## src/hw/rtl/ujse_pkg.sv

```systemverilog
`timescale 1ns / 1ps
// ----------------------------------------------------------------------------
// ujse_pkg
// Shared types and codes of the UTF-8 to JSON string escaper: the command
// word that travels from the classifier to the character sequencer.
// ----------------------------------------------------------------------------
package ujse_pkg;

    // Body of a command: what the input byte itself expands to.
    localparam logic [2:0] BODY_NONE = 3'd0;  // no body characters
    localparam logic [2:0] BODY_CHAR = 3'd1;  // one plain character
    localparam logic [2:0] BODY_BSLC = 3'd2;  // backslash, then the character
    localparam logic [2:0] BODY_ESC1 = 3'd3;  // one \uXXXX escape
    localparam logic [2:0] BODY_ESC2 = 3'd4;  // surrogate pair, two escapes

    // Tail of a command: what follows the body.
    localparam logic [1:0] TAIL_NONE  = 2'd0;
    localparam logic [1:0] TAIL_CLOSE = 2'd1; // closing quote
    localparam logic [1:0] TAIL_ERR   = 2'd2; // error word, string aborted

    // Characters used by both sides.
    localparam logic [6:0] CH_QUOTE = 7'h22;
    localparam logic [6:0] CH_BSLC  = 7'h5c;
    localparam logic [6:0] CH_U     = 7'h75;

    // One command: everything that one input word produces.
    typedef struct packed {
        logic        open;   // opening quote first
        logic [2:0]  body;   // BODY_* code
        logic [6:0]  ch;     // character for BODY_CHAR and BODY_BSLC
        logic [15:0] val1;   // first escape value
        logic [15:0] val2;   // second escape value (low surrogate)
        logic [1:0]  tail;   // TAIL_* code
    } t_cmd;

endpackage

```

## src/hw/rtl/ujse_front.sv

```systemverilog
`timescale 1ns / 1ps
// ----------------------------------------------------------------------------
// ujse_front
// Accepts input words, tracks the UTF-8 decoding state and turns each word
// into one command for the character sequencer.
// ----------------------------------------------------------------------------
module ujse_front (
    input  logic          i_clk,
    input  logic          i_rst_n,
    input  logic          i_valid,
    input  logic [7:0]    i_in_byte,
    input  logic          i_has_byte,
    input  logic          i_is_first,
    input  logic          i_is_last,
    input  logic          i_full,
    output logic          o_push,
    output ujse_pkg::t_cmd o_cmd
);

    logic [1:0]  r_pend, n_pend;
    logic [20:0] r_acc, n_acc;
    logic [1:0]  r_cls, n_cls;
    logic        r_err, n_err;

    logic        w_accept;
    logic [20:0] w_cp;
    logic [20:0] w_min;
    logic [19:0] w_ofs;
    logic [1:0]  w_pend_dec;
    logic        w_bad;
    ujse_pkg::t_cmd w_cmd;

    function automatic logic [14:0] n_acc_base(input logic [20:0] acc, input logic first);
        n_acc_base = first ? 15'd0 : acc[14:0];
    endfunction

    assign w_accept = i_valid && !i_full;

    // Code point after appending this continuation byte, and its overlong limit.
    assign w_cp = {n_acc_base(r_acc, i_is_first), i_in_byte[5:0]};
    assign w_ofs = 20'(w_cp - 21'h010000);
    assign w_pend_dec = 2'((i_is_first ? 2'd0 : r_pend) - 2'd1);

    always_comb begin
        unique case (i_is_first ? 2'd0 : r_cls)
            2'd1:    w_min = 21'h000080;
            2'd2:    w_min = 21'h000800;
            default: w_min = 21'h010000;
        endcase
    end

    // Classify the word: state as it stands after any is_first reset.
    always_comb begin
        n_pend = i_is_first ? 2'd0 : r_pend;
        n_acc  = i_is_first ? 21'd0 : r_acc;
        n_cls  = i_is_first ? 2'd0 : r_cls;
        n_err  = i_is_first ? 1'b0 : r_err;
        w_bad  = 1'b0;
        w_cmd.open = i_is_first;
        w_cmd.body = ujse_pkg::BODY_NONE;
        w_cmd.ch   = i_in_byte[6:0];
        w_cmd.val1 = {8'h00, i_in_byte};
        w_cmd.val2 = 16'h0000;
        w_cmd.tail = ujse_pkg::TAIL_NONE;

        if (!n_err && i_has_byte) begin
            if (n_pend != 2'd0) begin
                if (i_in_byte[7:6] != 2'b10) begin
                    w_bad = 1'b1;
                end else if (w_pend_dec != 2'd0) begin
                    n_pend = w_pend_dec;
                    n_acc  = w_cp;
                end else begin
                    n_pend = 2'd0;
                    n_acc  = 21'd0;
                    n_cls  = 2'd0;
                    if (w_cp < w_min || w_cp > 21'h10ffff ||
                        (w_cp >= 21'h00d800 && w_cp <= 21'h00dfff)) begin
                        w_bad = 1'b1;
                    end else if (w_cp < 21'h010000) begin
                        w_cmd.body = ujse_pkg::BODY_ESC1;
                        w_cmd.val1 = w_cp[15:0];
                    end else begin
                        w_cmd.body = ujse_pkg::BODY_ESC2;
                        w_cmd.val1 = {6'b110110, w_ofs[19:10]};
                        w_cmd.val2 = {6'b110111, w_ofs[9:0]};
                    end
                end
            end else begin
                priority if (i_in_byte == 8'h22 || i_in_byte == 8'h5c) begin
                    w_cmd.body = ujse_pkg::BODY_BSLC;
                end else if (i_in_byte < 8'h20) begin
                    w_cmd.body = ujse_pkg::BODY_ESC1;
                end else if (i_in_byte < 8'h80) begin
                    w_cmd.body = ujse_pkg::BODY_CHAR;
                end else if (i_in_byte >= 8'hc2 && i_in_byte <= 8'hdf) begin
                    n_pend = 2'd1;
                    n_cls  = 2'd1;
                    n_acc  = {16'd0, i_in_byte[4:0]};
                end else if (i_in_byte >= 8'he0 && i_in_byte <= 8'hef) begin
                    n_pend = 2'd2;
                    n_cls  = 2'd2;
                    n_acc  = {17'd0, i_in_byte[3:0]};
                end else if (i_in_byte >= 8'hf0 && i_in_byte <= 8'hf4) begin
                    n_pend = 2'd3;
                    n_cls  = 2'd3;
                    n_acc  = {18'd0, i_in_byte[2:0]};
                end else begin
                    w_bad = 1'b1;
                end
            end
        end

        // End of string: closing quote, or an error for a truncated sequence.
        if (!n_err && !w_bad && i_is_last) begin
            if (n_pend != 2'd0) begin
                w_bad = 1'b1;
            end else begin
                w_cmd.tail = ujse_pkg::TAIL_CLOSE;
            end
        end

        // An error clears the decoder and blocks the rest of the string.
        if (w_bad) begin
            n_err  = 1'b1;
            n_pend = 2'd0;
            n_acc  = 21'd0;
            n_cls  = 2'd0;
            w_cmd.tail = ujse_pkg::TAIL_ERR;
        end
    end

    // Decoder state advances only on accepted words.
    always_ff @(posedge i_clk) begin
        if (!i_rst_n) begin
            r_pend <= 2'd0;
            r_acc  <= 21'd0;
            r_cls  <= 2'd0;
            r_err  <= 1'b0;
        end else if (w_accept) begin
            r_pend <= n_pend;
            r_acc  <= n_acc;
            r_cls  <= n_cls;
            r_err  <= n_err;
        end
    end

    // A word with no result characters is not queued.
    assign o_push = w_accept &&
                    (w_cmd.open || w_cmd.body != ujse_pkg::BODY_NONE ||
                     w_cmd.tail != ujse_pkg::TAIL_NONE);
    assign o_cmd  = w_cmd;

    // An error word always latches the abort state.
    a_err_latch: assert property (@(posedge i_clk) disable iff (!i_rst_n)
        (o_push && o_cmd.tail == ujse_pkg::TAIL_ERR) |=> r_err)
        else $error("error word sent without latching the abort state");

    // While aborted, only a new string produces output.
    a_abort_quiet: assert property (@(posedge i_clk) disable iff (!i_rst_n)
        (r_err && w_accept && !i_is_first) |-> !o_push)
        else $error("output produced inside an aborted string");

    // Pending continuations always come with a sequence class.
    a_pend_class: assert property (@(posedge i_clk) disable iff (!i_rst_n)
        (r_pend != 2'd0) |-> (r_cls != 2'd0 && r_err == 1'b0))
        else $error("pending continuations without a sequence class");

endmodule

```

## src/hw/rtl/ujse_queue.sv

```systemverilog
`timescale 1ns / 1ps
// ----------------------------------------------------------------------------
// ujse_queue
// Small register queue of commands between the classifier and the sequencer.
// ----------------------------------------------------------------------------
module ujse_queue #(
    parameter int DEPTH = 4
) (
    input  logic           i_clk,
    input  logic           i_rst_n,
    input  logic           i_push,
    input  ujse_pkg::t_cmd i_cmd,
    input  logic           i_pop,
    output logic           o_full,
    output logic           o_valid,
    output ujse_pkg::t_cmd o_cmd
);

    localparam int AW = (DEPTH > 1) ? $clog2(DEPTH) : 1;
    localparam int CW = $clog2(DEPTH + 1);

    ujse_pkg::t_cmd r_mem [DEPTH];
    logic [AW-1:0]  r_wptr, n_wptr;
    logic [AW-1:0]  r_rptr, n_rptr;
    logic [CW-1:0]  r_count, n_count;
    logic           w_push, w_pop;

    assign o_full  = (r_count == CW'(DEPTH));
    assign o_valid = (r_count != CW'(0));
    assign o_cmd   = r_mem[r_rptr];
    assign w_push  = i_push && !o_full;
    assign w_pop   = i_pop && o_valid;

    // Pointer and fill count bookkeeping.
    always_comb begin
        n_wptr  = r_wptr;
        n_rptr  = r_rptr;
        n_count = r_count;
        if (w_push) begin
            n_wptr = (r_wptr == AW'(DEPTH - 1)) ? AW'(0) : AW'(r_wptr + AW'(1));
        end
        if (w_pop) begin
            n_rptr = (r_rptr == AW'(DEPTH - 1)) ? AW'(0) : AW'(r_rptr + AW'(1));
        end
        if (w_push && !w_pop) begin
            n_count = CW'(r_count + CW'(1));
        end else if (!w_push && w_pop) begin
            n_count = CW'(r_count - CW'(1));
        end
    end

    always_ff @(posedge i_clk) begin
        if (!i_rst_n) begin
            r_wptr  <= '0;
            r_rptr  <= '0;
            r_count <= '0;
        end else begin
            r_wptr  <= n_wptr;
            r_rptr  <= n_rptr;
            r_count <= n_count;
        end
    end

    // Storage needs no reset.
    always_ff @(posedge i_clk) begin
        if (w_push) begin
            r_mem[r_wptr] <= i_cmd;
        end
    end

endmodule

```

## src/hw/rtl/ujse_back.sv

```systemverilog
`timescale 1ns / 1ps
// ----------------------------------------------------------------------------
// ujse_back
// Character sequencer: expands one queued command into its output words,
// one character per cycle while the receiver does not stall.
// ----------------------------------------------------------------------------
module ujse_back (
    input  logic           i_clk,
    input  logic           i_rst_n,
    input  logic           i_q_valid,
    input  ujse_pkg::t_cmd i_q_cmd,
    output logic           o_q_pop,
    output logic           o_valid,
    input  logic           i_stall,
    output logic [6:0]     o_out_char,
    output logic           o_run_last,
    output logic           o_string_end,
    output logic           o_bad_utf8
);

    localparam logic [1:0] PH_OPEN = 2'd0;
    localparam logic [1:0] PH_BODY = 2'd1;
    localparam logic [1:0] PH_TAIL = 2'd2;

    logic           r_busy, n_busy;
    logic [1:0]     r_phase, n_phase;
    logic [3:0]     r_j, n_j;
    ujse_pkg::t_cmd r_cmd;

    logic           w_fire;
    logic           w_body_last;
    logic           w_hi;
    logic [3:0]     w_q;
    logic [15:0]     w_val;
    logic [6:0]     w_body_ch;

    function automatic logic [6:0] f_hex(input logic [3:0] n);
        f_hex = (n < 4'd10) ? 7'(7'h30 + {3'b000, n}) : 7'(7'h57 + {3'b000, n});
    endfunction

    // Position inside an escape: which of the two groups, and the slot in it.
    assign w_hi  = (r_j >= 4'd6);
    assign w_q   = w_hi ? 4'(r_j - 4'd6) : r_j;
    assign w_val = w_hi ? r_cmd.val2 : r_cmd.val1;

    always_comb begin
        unique case (w_q)
            4'd0:    w_body_ch = ujse_pkg::CH_BSLC;
            4'd1:    w_body_ch = ujse_pkg::CH_U;
            4'd2:    w_body_ch = f_hex(w_val[15:12]);
            4'd3:    w_body_ch = f_hex(w_val[11:8]);
            4'd4:    w_body_ch = f_hex(w_val[7:4]);
            default: w_body_ch = f_hex(w_val[3:0]);
        endcase
    end

    always_comb begin
        unique case (r_cmd.body)
            ujse_pkg::BODY_CHAR: w_body_last = 1'b1;
            ujse_pkg::BODY_BSLC: w_body_last = (r_j == 4'd1);
            ujse_pkg::BODY_ESC1: w_body_last = (r_j == 4'd5);
            default:             w_body_last = (r_j == 4'd11);
        endcase
    end

    // Output word from the current command and position.
    always_comb begin
        o_out_char   = ujse_pkg::CH_QUOTE;
        o_string_end = 1'b0;
        o_bad_utf8   = 1'b0;
        o_run_last   = 1'b0;
        unique case (r_phase)
            PH_OPEN: begin
                o_run_last = (r_cmd.body == ujse_pkg::BODY_NONE) &&
                             (r_cmd.tail == ujse_pkg::TAIL_NONE);
            end
            PH_BODY: begin
                o_run_last = w_body_last && (r_cmd.tail == ujse_pkg::TAIL_NONE);
                unique case (r_cmd.body)
                    ujse_pkg::BODY_CHAR: o_out_char = r_cmd.ch;
                    ujse_pkg::BODY_BSLC:
                        o_out_char = (r_j == 4'd0) ? ujse_pkg::CH_BSLC : r_cmd.ch;
                    default:             o_out_char = w_body_ch;
                endcase
            end
            default: begin
                o_run_last = 1'b1;
                if (r_cmd.tail == ujse_pkg::TAIL_ERR) begin
                    o_out_char = 7'h00;
                    o_bad_utf8 = 1'b1;
                end else begin
                    o_string_end = 1'b1;
                end
            end
        endcase
    end

    assign o_valid = r_busy;
    assign w_fire  = r_busy && !i_stall;
    assign o_q_pop = i_q_valid && (!r_busy || (w_fire && o_run_last));

    // Sequencing: step through phases, load the next command on the last word.
    always_comb begin
        n_busy  = r_busy;
        n_phase = r_phase;
        n_j     = r_j;
        if (o_q_pop) begin
            n_busy = 1'b1;
            n_j    = 4'd0;
            if (i_q_cmd.open) begin
                n_phase = PH_OPEN;
            end else if (i_q_cmd.body != ujse_pkg::BODY_NONE) begin
                n_phase = PH_BODY;
            end else begin
                n_phase = PH_TAIL;
            end
        end else if (w_fire) begin
            if (o_run_last) begin
                n_busy = 1'b0;
            end else if (r_phase == PH_OPEN) begin
                n_phase = (r_cmd.body != ujse_pkg::BODY_NONE) ? PH_BODY : PH_TAIL;
                n_j     = 4'd0;
            end else if (w_body_last) begin
                n_phase = PH_TAIL;
            end else begin
                n_j = 4'(r_j + 4'd1);
            end
        end
    end

    always_ff @(posedge i_clk) begin
        if (!i_rst_n) begin
            r_busy  <= 1'b0;
            r_phase <= PH_OPEN;
            r_j     <= 4'd0;
        end else begin
            r_busy  <= n_busy;
            r_phase <= n_phase;
            r_j     <= n_j;
        end
    end

    always_ff @(posedge i_clk) begin
        if (o_q_pop) begin
            r_cmd <= i_q_cmd;
        end
    end

    // Taking a command always makes the sequencer busy.
    a_pop_busy: assert property (@(posedge i_clk) disable iff (!i_rst_n)
        o_q_pop |=> r_busy)
        else $error("command taken but sequencer idle");

    // The tail phase is entered only for commands that have a tail.
    a_tail_real: assert property (@(posedge i_clk) disable iff (!i_rst_n)
        (r_busy && r_phase == PH_TAIL) |-> (r_cmd.tail != ujse_pkg::TAIL_NONE))
        else $error("tail phase without a tail");

    // The body phase is entered only for commands that have a body.
    a_body_real: assert property (@(posedge i_clk) disable iff (!i_rst_n)
        (r_busy && r_phase == PH_BODY) |-> (r_cmd.body != ujse_pkg::BODY_NONE))
        else $error("body phase without a body");

endmodule

```

## src/hw/rtl/utf8_json_string_escaper_core.sv

```systemverilog
`timescale 1ns / 1ps
// ----------------------------------------------------------------------------
// utf8_json_string_escaper_core
// Turns a UTF-8 byte stream into a quoted, escaped, ASCII-only JSON string.
//
//   Channel   Direction   Handshake           Payload
//   input     in          i_valid / o_stall   i_in_byte, i_has_byte,
//                                             i_is_first, i_is_last
//   output    out         o_valid / i_stall   o_out_char, o_run_last,
//                                             o_string_end, o_bad_utf8
//
// One input word is accepted per cycle while the command queue has room.
// One input word yields 0 to 13 output words (13 for a surrogate pair
// followed by the closing quote); words without output never enter
// the queue.
// The sustained rate is set by the character sequencer; the queue of
// P_QUEUE_DEPTH commands absorbs bursts of expanding bytes.
// Reset is synchronous; there is no clearing pass.
// ----------------------------------------------------------------------------
module utf8_json_string_escaper_core #(
    parameter int P_QUEUE_DEPTH = 4
) (
    input  logic       i_clk,
    input  logic       i_rst_n,
    input  logic       i_valid,
    output logic       o_stall,
    input  logic [7:0] i_in_byte,
    input  logic       i_has_byte,
    input  logic       i_is_first,
    input  logic       i_is_last,
    output logic       o_valid,
    input  logic       i_stall,
    output logic [6:0] o_out_char,
    output logic       o_run_last,
    output logic       o_string_end,
    output logic       o_bad_utf8
);

    logic           w_full;
    logic           w_push;
    logic           w_q_valid;
    logic           w_q_pop;
    ujse_pkg::t_cmd w_push_cmd;
    ujse_pkg::t_cmd w_q_cmd;

    assign o_stall = w_full;

    // Classifier and UTF-8 decoder.
    ujse_front u_front (
        .i_clk      (i_clk),
        .i_rst_n    (i_rst_n),
        .i_valid    (i_valid),
        .i_in_byte  (i_in_byte),
        .i_has_byte (i_has_byte),
        .i_is_first (i_is_first),
        .i_is_last  (i_is_last),
        .i_full     (w_full),
        .o_push     (w_push),
        .o_cmd      (w_push_cmd)
    );

    // Command queue between the two sides.
    ujse_queue #(
        .DEPTH (P_QUEUE_DEPTH)
    ) u_queue (
        .i_clk   (i_clk),
        .i_rst_n (i_rst_n),
        .i_push  (w_push),
        .i_cmd   (w_push_cmd),
        .i_pop   (w_q_pop),
        .o_full  (w_full),
        .o_valid (w_q_valid),
        .o_cmd   (w_q_cmd)
    );

    // Character sequencer.
    ujse_back u_back (
        .i_clk        (i_clk),
        .i_rst_n      (i_rst_n),
        .i_q_valid    (w_q_valid),
        .i_q_cmd      (w_q_cmd),
        .o_q_pop      (w_q_pop),
        .o_valid      (o_valid),
        .i_stall      (i_stall),
        .o_out_char   (o_out_char),
        .o_run_last   (o_run_last),
        .o_string_end (o_string_end),
        .o_bad_utf8   (o_bad_utf8)
    );

endmodule

```

## config.mk

```make
export PLATFORM = sky130hd
export DESIGN_NAME = utf8_json_string_escaper_core
export DESIGN_NICKNAME = d
export VERILOG_FILES = /design/src/hw/rtl/ujse_pkg.sv /design/src/hw/rtl/ujse_front.sv /design/src/hw/rtl/ujse_queue.sv /design/src/hw/rtl/ujse_back.sv /design/src/hw/rtl/utf8_json_string_escaper_core.sv
export SDC_FILE = /design/constraint.sdc
export NUM_CORES = 1
export LEC_CHECK = 0
export CORE_UTILIZATION = 56
export DETAILED_ROUTE_END_ITERATION = 7
export DONT_BUFFER_PORTS = 1
export PLACE_DENSITY = 0.78
export SLEW_MARGIN = 20
export SYNTH_ARGS = -nofsm -noshare
export SYNTH_HDL_FRONTEND = slang
export SYNTH_SLANG_ARGS = --single-unit
```

## constraint.sdc

```tcl
create_clock -name i_clk -period 4.6 [get_ports i_clk]
set_clock_uncertainty 0.2 [all_clocks]
set_input_delay 0.92 -clock i_clk [delete_from_list [all_inputs] [get_ports i_clk]]
set_output_delay 0.92 -clock i_clk [all_outputs]
set_load 0.1 [all_outputs]
```

==> key figures <==
Synth
  • Asr flop ratio synth: 0
  • Post-Syn Nets: 835
  • Post-synth EDFFs: 194
  • Synthesized area: 0.01077 mm2
  • Syn_area_per_cell: roughly 13 um2
  • Yosys top cell area share: 0.5411
  • Largest area contributor in the netlist: edfxtp_1
  • #FFs+latches synth: 230
  • Ys flop type: edfxtp_1
  • Yosys cell types: about 80
  • Post-Synthesis Cells: roughly 800
  • Number of synthesis warnings: 0
  • Seq/Total Area, Yosys: 0.6080
  • Dominant cells by area after synthesis: edfxtp_1 (54%), mux4_2 (8.2%), dfxtp_1 (6.7%), ha_1 (2.3%), nand2_1 (2.1%)

Routing
  • Via Count: 7089
  • Final WL: 25590 um
  • Iteration count of the initial detailed-routing pass: 6
  • Final antenna-violating net count: 0
  • Routed vias/inst: 6.656
  • WL per Instance: approximately 24 um
  • DRC violations left: 0
  • DRT iter0 DRCs: between 700 and 800

Worst setup path
  • Crit. End Element: primary output
  • Max incr delay on CP: 0.67 ns
  • Worst path cell trace: o21a_1 -> nor2_2 -> buf_6 -> buf_4 -> a21oi_1 -> ha_1 -> o221ai_1 -> o311ai_0 -> and3_1 -> o31ai_4 -> buf_12
  • WS Path Type: reg -> out
  • Critical Path AT: 3.32 ns
  • Startpoint type of the worst setup path: flop
  • Slowest CP cell: dfxtp_1
  • Worst Path Required: between 3 and 4 ns
  • Peak fanout along the critical path: 15

GRT
  • GR Overflow Total: 0
  • Number of global-route vias before repair: roughly 7000
  • Total track usage: 0.2656
  • Largest net degree at the start of global routing: 40
  • Initial antenna violation count: 0
  • First-pass GRT wire length: 39770 um

Die
  • Die W: 140.7 um
  • Core Region: 0.01877 mm2
  • Die outline area: 0.01978 mm2
  • Starting density of the core: 0.5737
  • Num rows: 50
  • Ports: 27
  • Height of the die: ~140 um

Finish
  • Synth-to-Final Area Change: 12.49%
  • Sequential Area: 0.006549 mm2
  • Non-Filler Instances: 1065
  • Share of layout cells above drive strength 1: 0.1853
  • Net count, final: 849
  • Final Core Density: 0.6453
  • # fillers: 1304
  • Area of the multi-input gates: 0.004058 mm2
  • ANT cells: 0

Placed design
  • Detailed placement HPWL: 16980 um
  • Placer Congestion: 0.9483
  • # placed instances: 1018
  • IO buf count: 0
  • Pre-CTS setup slack: -0.01119 ns

Clocking
  • Worst-skew pair later-pin latency: 0.51 ns
  • Sink Count: 230
  • H-tree depth: 1
  • CTS Hold Bufs: 0
  • CTS buffer count: 24
  • CTS tree: built
  • Clock Path Buffers: 3
  • Clock root cell: clkbuf_16
  • Worst-path clk slew: 0.06 ns

STA
  • Final WS setup: roughly 0.16 ns
  • Max Slew Vio Count: 0
  • Total negative slack: 0 ns
  • Final worst-path cycle share: 0.9642
  • # setup viols final: 0
  • Crit path time final: 4.435 ns
  • Final Hold Vio Count: 0
  • Fmax: 0.2255 GHz
  • Worst-margin pin slew: 1.055 ns
  • Max_slew headroom: 0.2966

Power and ir drop
  • Sequential Power Share: 0.439
  • Clock Power Share: 0.282
  • Gate power share: 0.279
  • Leakage dissipation: 4.143 nW
  • Worst IR Drop VDD: 0.0003079 V
  • Switching part of the total power: 0.3212
  • PD cells: 580.1 mW/mm2
  • Total power draw: approximately 7.0 mW
  • P_sw: 2.257 mW
  • Cell Int Power: 4.769 mW

Run
  • MaxCap Viol Count: 0

Hold path
  • Worst hold path class: reg -> reg

Status
  • Status: finished clean
[registers in the layout (all words and copies together) (netlist names), named ones only]
name,count
u_back.o_valid,1
u_back.r_cmd,38
u_back.r_j,4
u_back.r_phase,2
u_front.r_acc,15
u_front.r_cls,2
u_front.r_err,1
u_front.r_pend,2
u_queue.r_count,3
u_queue.r_mem,156
u_queue.r_rptr,2
u_queue.r_wptr,2
[area by class of cell]
class                      instances  share of cell area
sequential                       230              0.5407
multi-input combinational        507              0.3350
clock buffer                      36             0.06353
tap                              234             0.02417
timing repair buffer              28             0.02366
inverter                          22            0.006818
clock inverter                     8            0.006095
[stage by stage]
stage          instance area (um2)  hold slack [ns]
2_1_floorplan                10840           0.2458
3_3_place_gp                 11210           0.2760
3_5_place_dp                 11220           0.2870
4_1_cts                      12080           0.2948
5_1_grt                      12110           0.2876
6_report                     12110           0.3037
[synthesized netlist by cell type (3+ instances only)]
cell type,n
a31oi_1,11
o31ai_1,10
mux2i_1,14
and3_1,7
buf_2,6
o21ai_0,42
ha_1,20
a21o_1,9
o211ai_1,7
xor2_1,4
nand3_1,19
nand2_1,60
or4_4,3
inv_1,21
or2_2,5
nor3_1,19
nand2b_1,12
edfxtp_1,194
nand4_1,9
o41ai_1,4
a211oi_1,7
a221oi_1,3
xnor2_1,8
a21boi_0,6
mux4_2,39
clkbuf_1,25
dfxtp_1,36
o21a_1,10
a22oi_1,7
o221ai_1,4
buf_4,3
a32oi_1,3
nor3b_1,10
or3_1,6
nor2b_1,14
nor2_1,34
buf_1,4
nor4_1,4
and2_1,19
a21oi_1,32
[routing by layer]
layer  track usage  vias up  part of all wire
met5             0        -                 0
li1              -     3156                 -
met2        0.4472      333              0.50
met1        0.3471     3532              0.39
met3       0.04450       68             0.078
met4        0.1035        0             0.031
[path summary, 6_finish.rpt]
kind | from | to | slack (ns) | cells after the start
setup / recovery | u_back.r_j[2] | o_out_char[1] | 0.16 | 11
hold reg to reg | u_front.r_pend[0] | u_front.r_pend[0] | 0.30 | 2
setup reg to reg | u_front.r_acc[10] | u_queue.r_count[2] | 0.47 | 12
hold / removal | u_front.r_pend[0] | u_front.r_pend[0] | 0.30 | 2
[critical path: cells and delay by family (launching register included)]
| kind | cells | cell delay (ns) |
|---|---|---|
| flip-flops | 1 | 0.67 |
| buffers and inverters | 3 | 0.48 |
| AND/OR/NAND/NOR | 2 | 0.31 |
| adder cells (fa/ha/maj) | 1 | 0.28 |
| AO/OA/AOI/OAI | 5 | 1.06 |
[cells in the final DEF (no fill, tap or decap), drive strengths merged, types with 9 or more instances in the layout]
cell	n
dfxtp	36
buf	28
clkbuf	36
nor3	20
edfxtp	194
and2	19
nor2b	14
ha	20
mux2i	14
inv	22
o21a	11
nand4	9
mux4	39
a21o	9
o31ai	10
nor2	34
o21ai	45
nand3	19
nand2	60
a21oi	33
a31oi	12
nand2b	13
nor3b	10
[power groups by stage]
| stage | sequential [mW] | combinational, mW | clock [mW] |
|---|---|---|---|
| after detailed placement | 3.11 | 1.94 | 0 |
| final | 3.09 | 1.96 | 1.98 |
| after floorplan | 2.96 | 1.53 | 0 |
| after CTS | 3.09 | 1.96 | 2.00 |
| after global routing | 3.13 | 2.09 | 2.09 |
| after global placement | 3.08 | 1.89 | 0 |
[kinds of logic (layout without fill, tap and decap cells)]
family	Yosys count	after routing	synth area share
xor gates and xnor gates	12	12	0.009762
DFF	230	230	0.6080
AOI/OAI and AO/OA	183	183	0.1175
adders and majority gates	21	21	0.02510
and+or+nand+nor	235	235	0.1168
buffers and inverters	62	94	0.02475
muxes	56	56	0.09808
[what timing repair did]
item                                   4_1_cts  5_1_grt
gates cloned                                 1        0
endpoints found under the hold margin        0        0
setup endpoints to repair                    1        3
pin swaps                                    0        0
setup buffers                                0        2
gates resized for setup                      3        3
No activity file was read; power rests on OpenSTA's default activity.
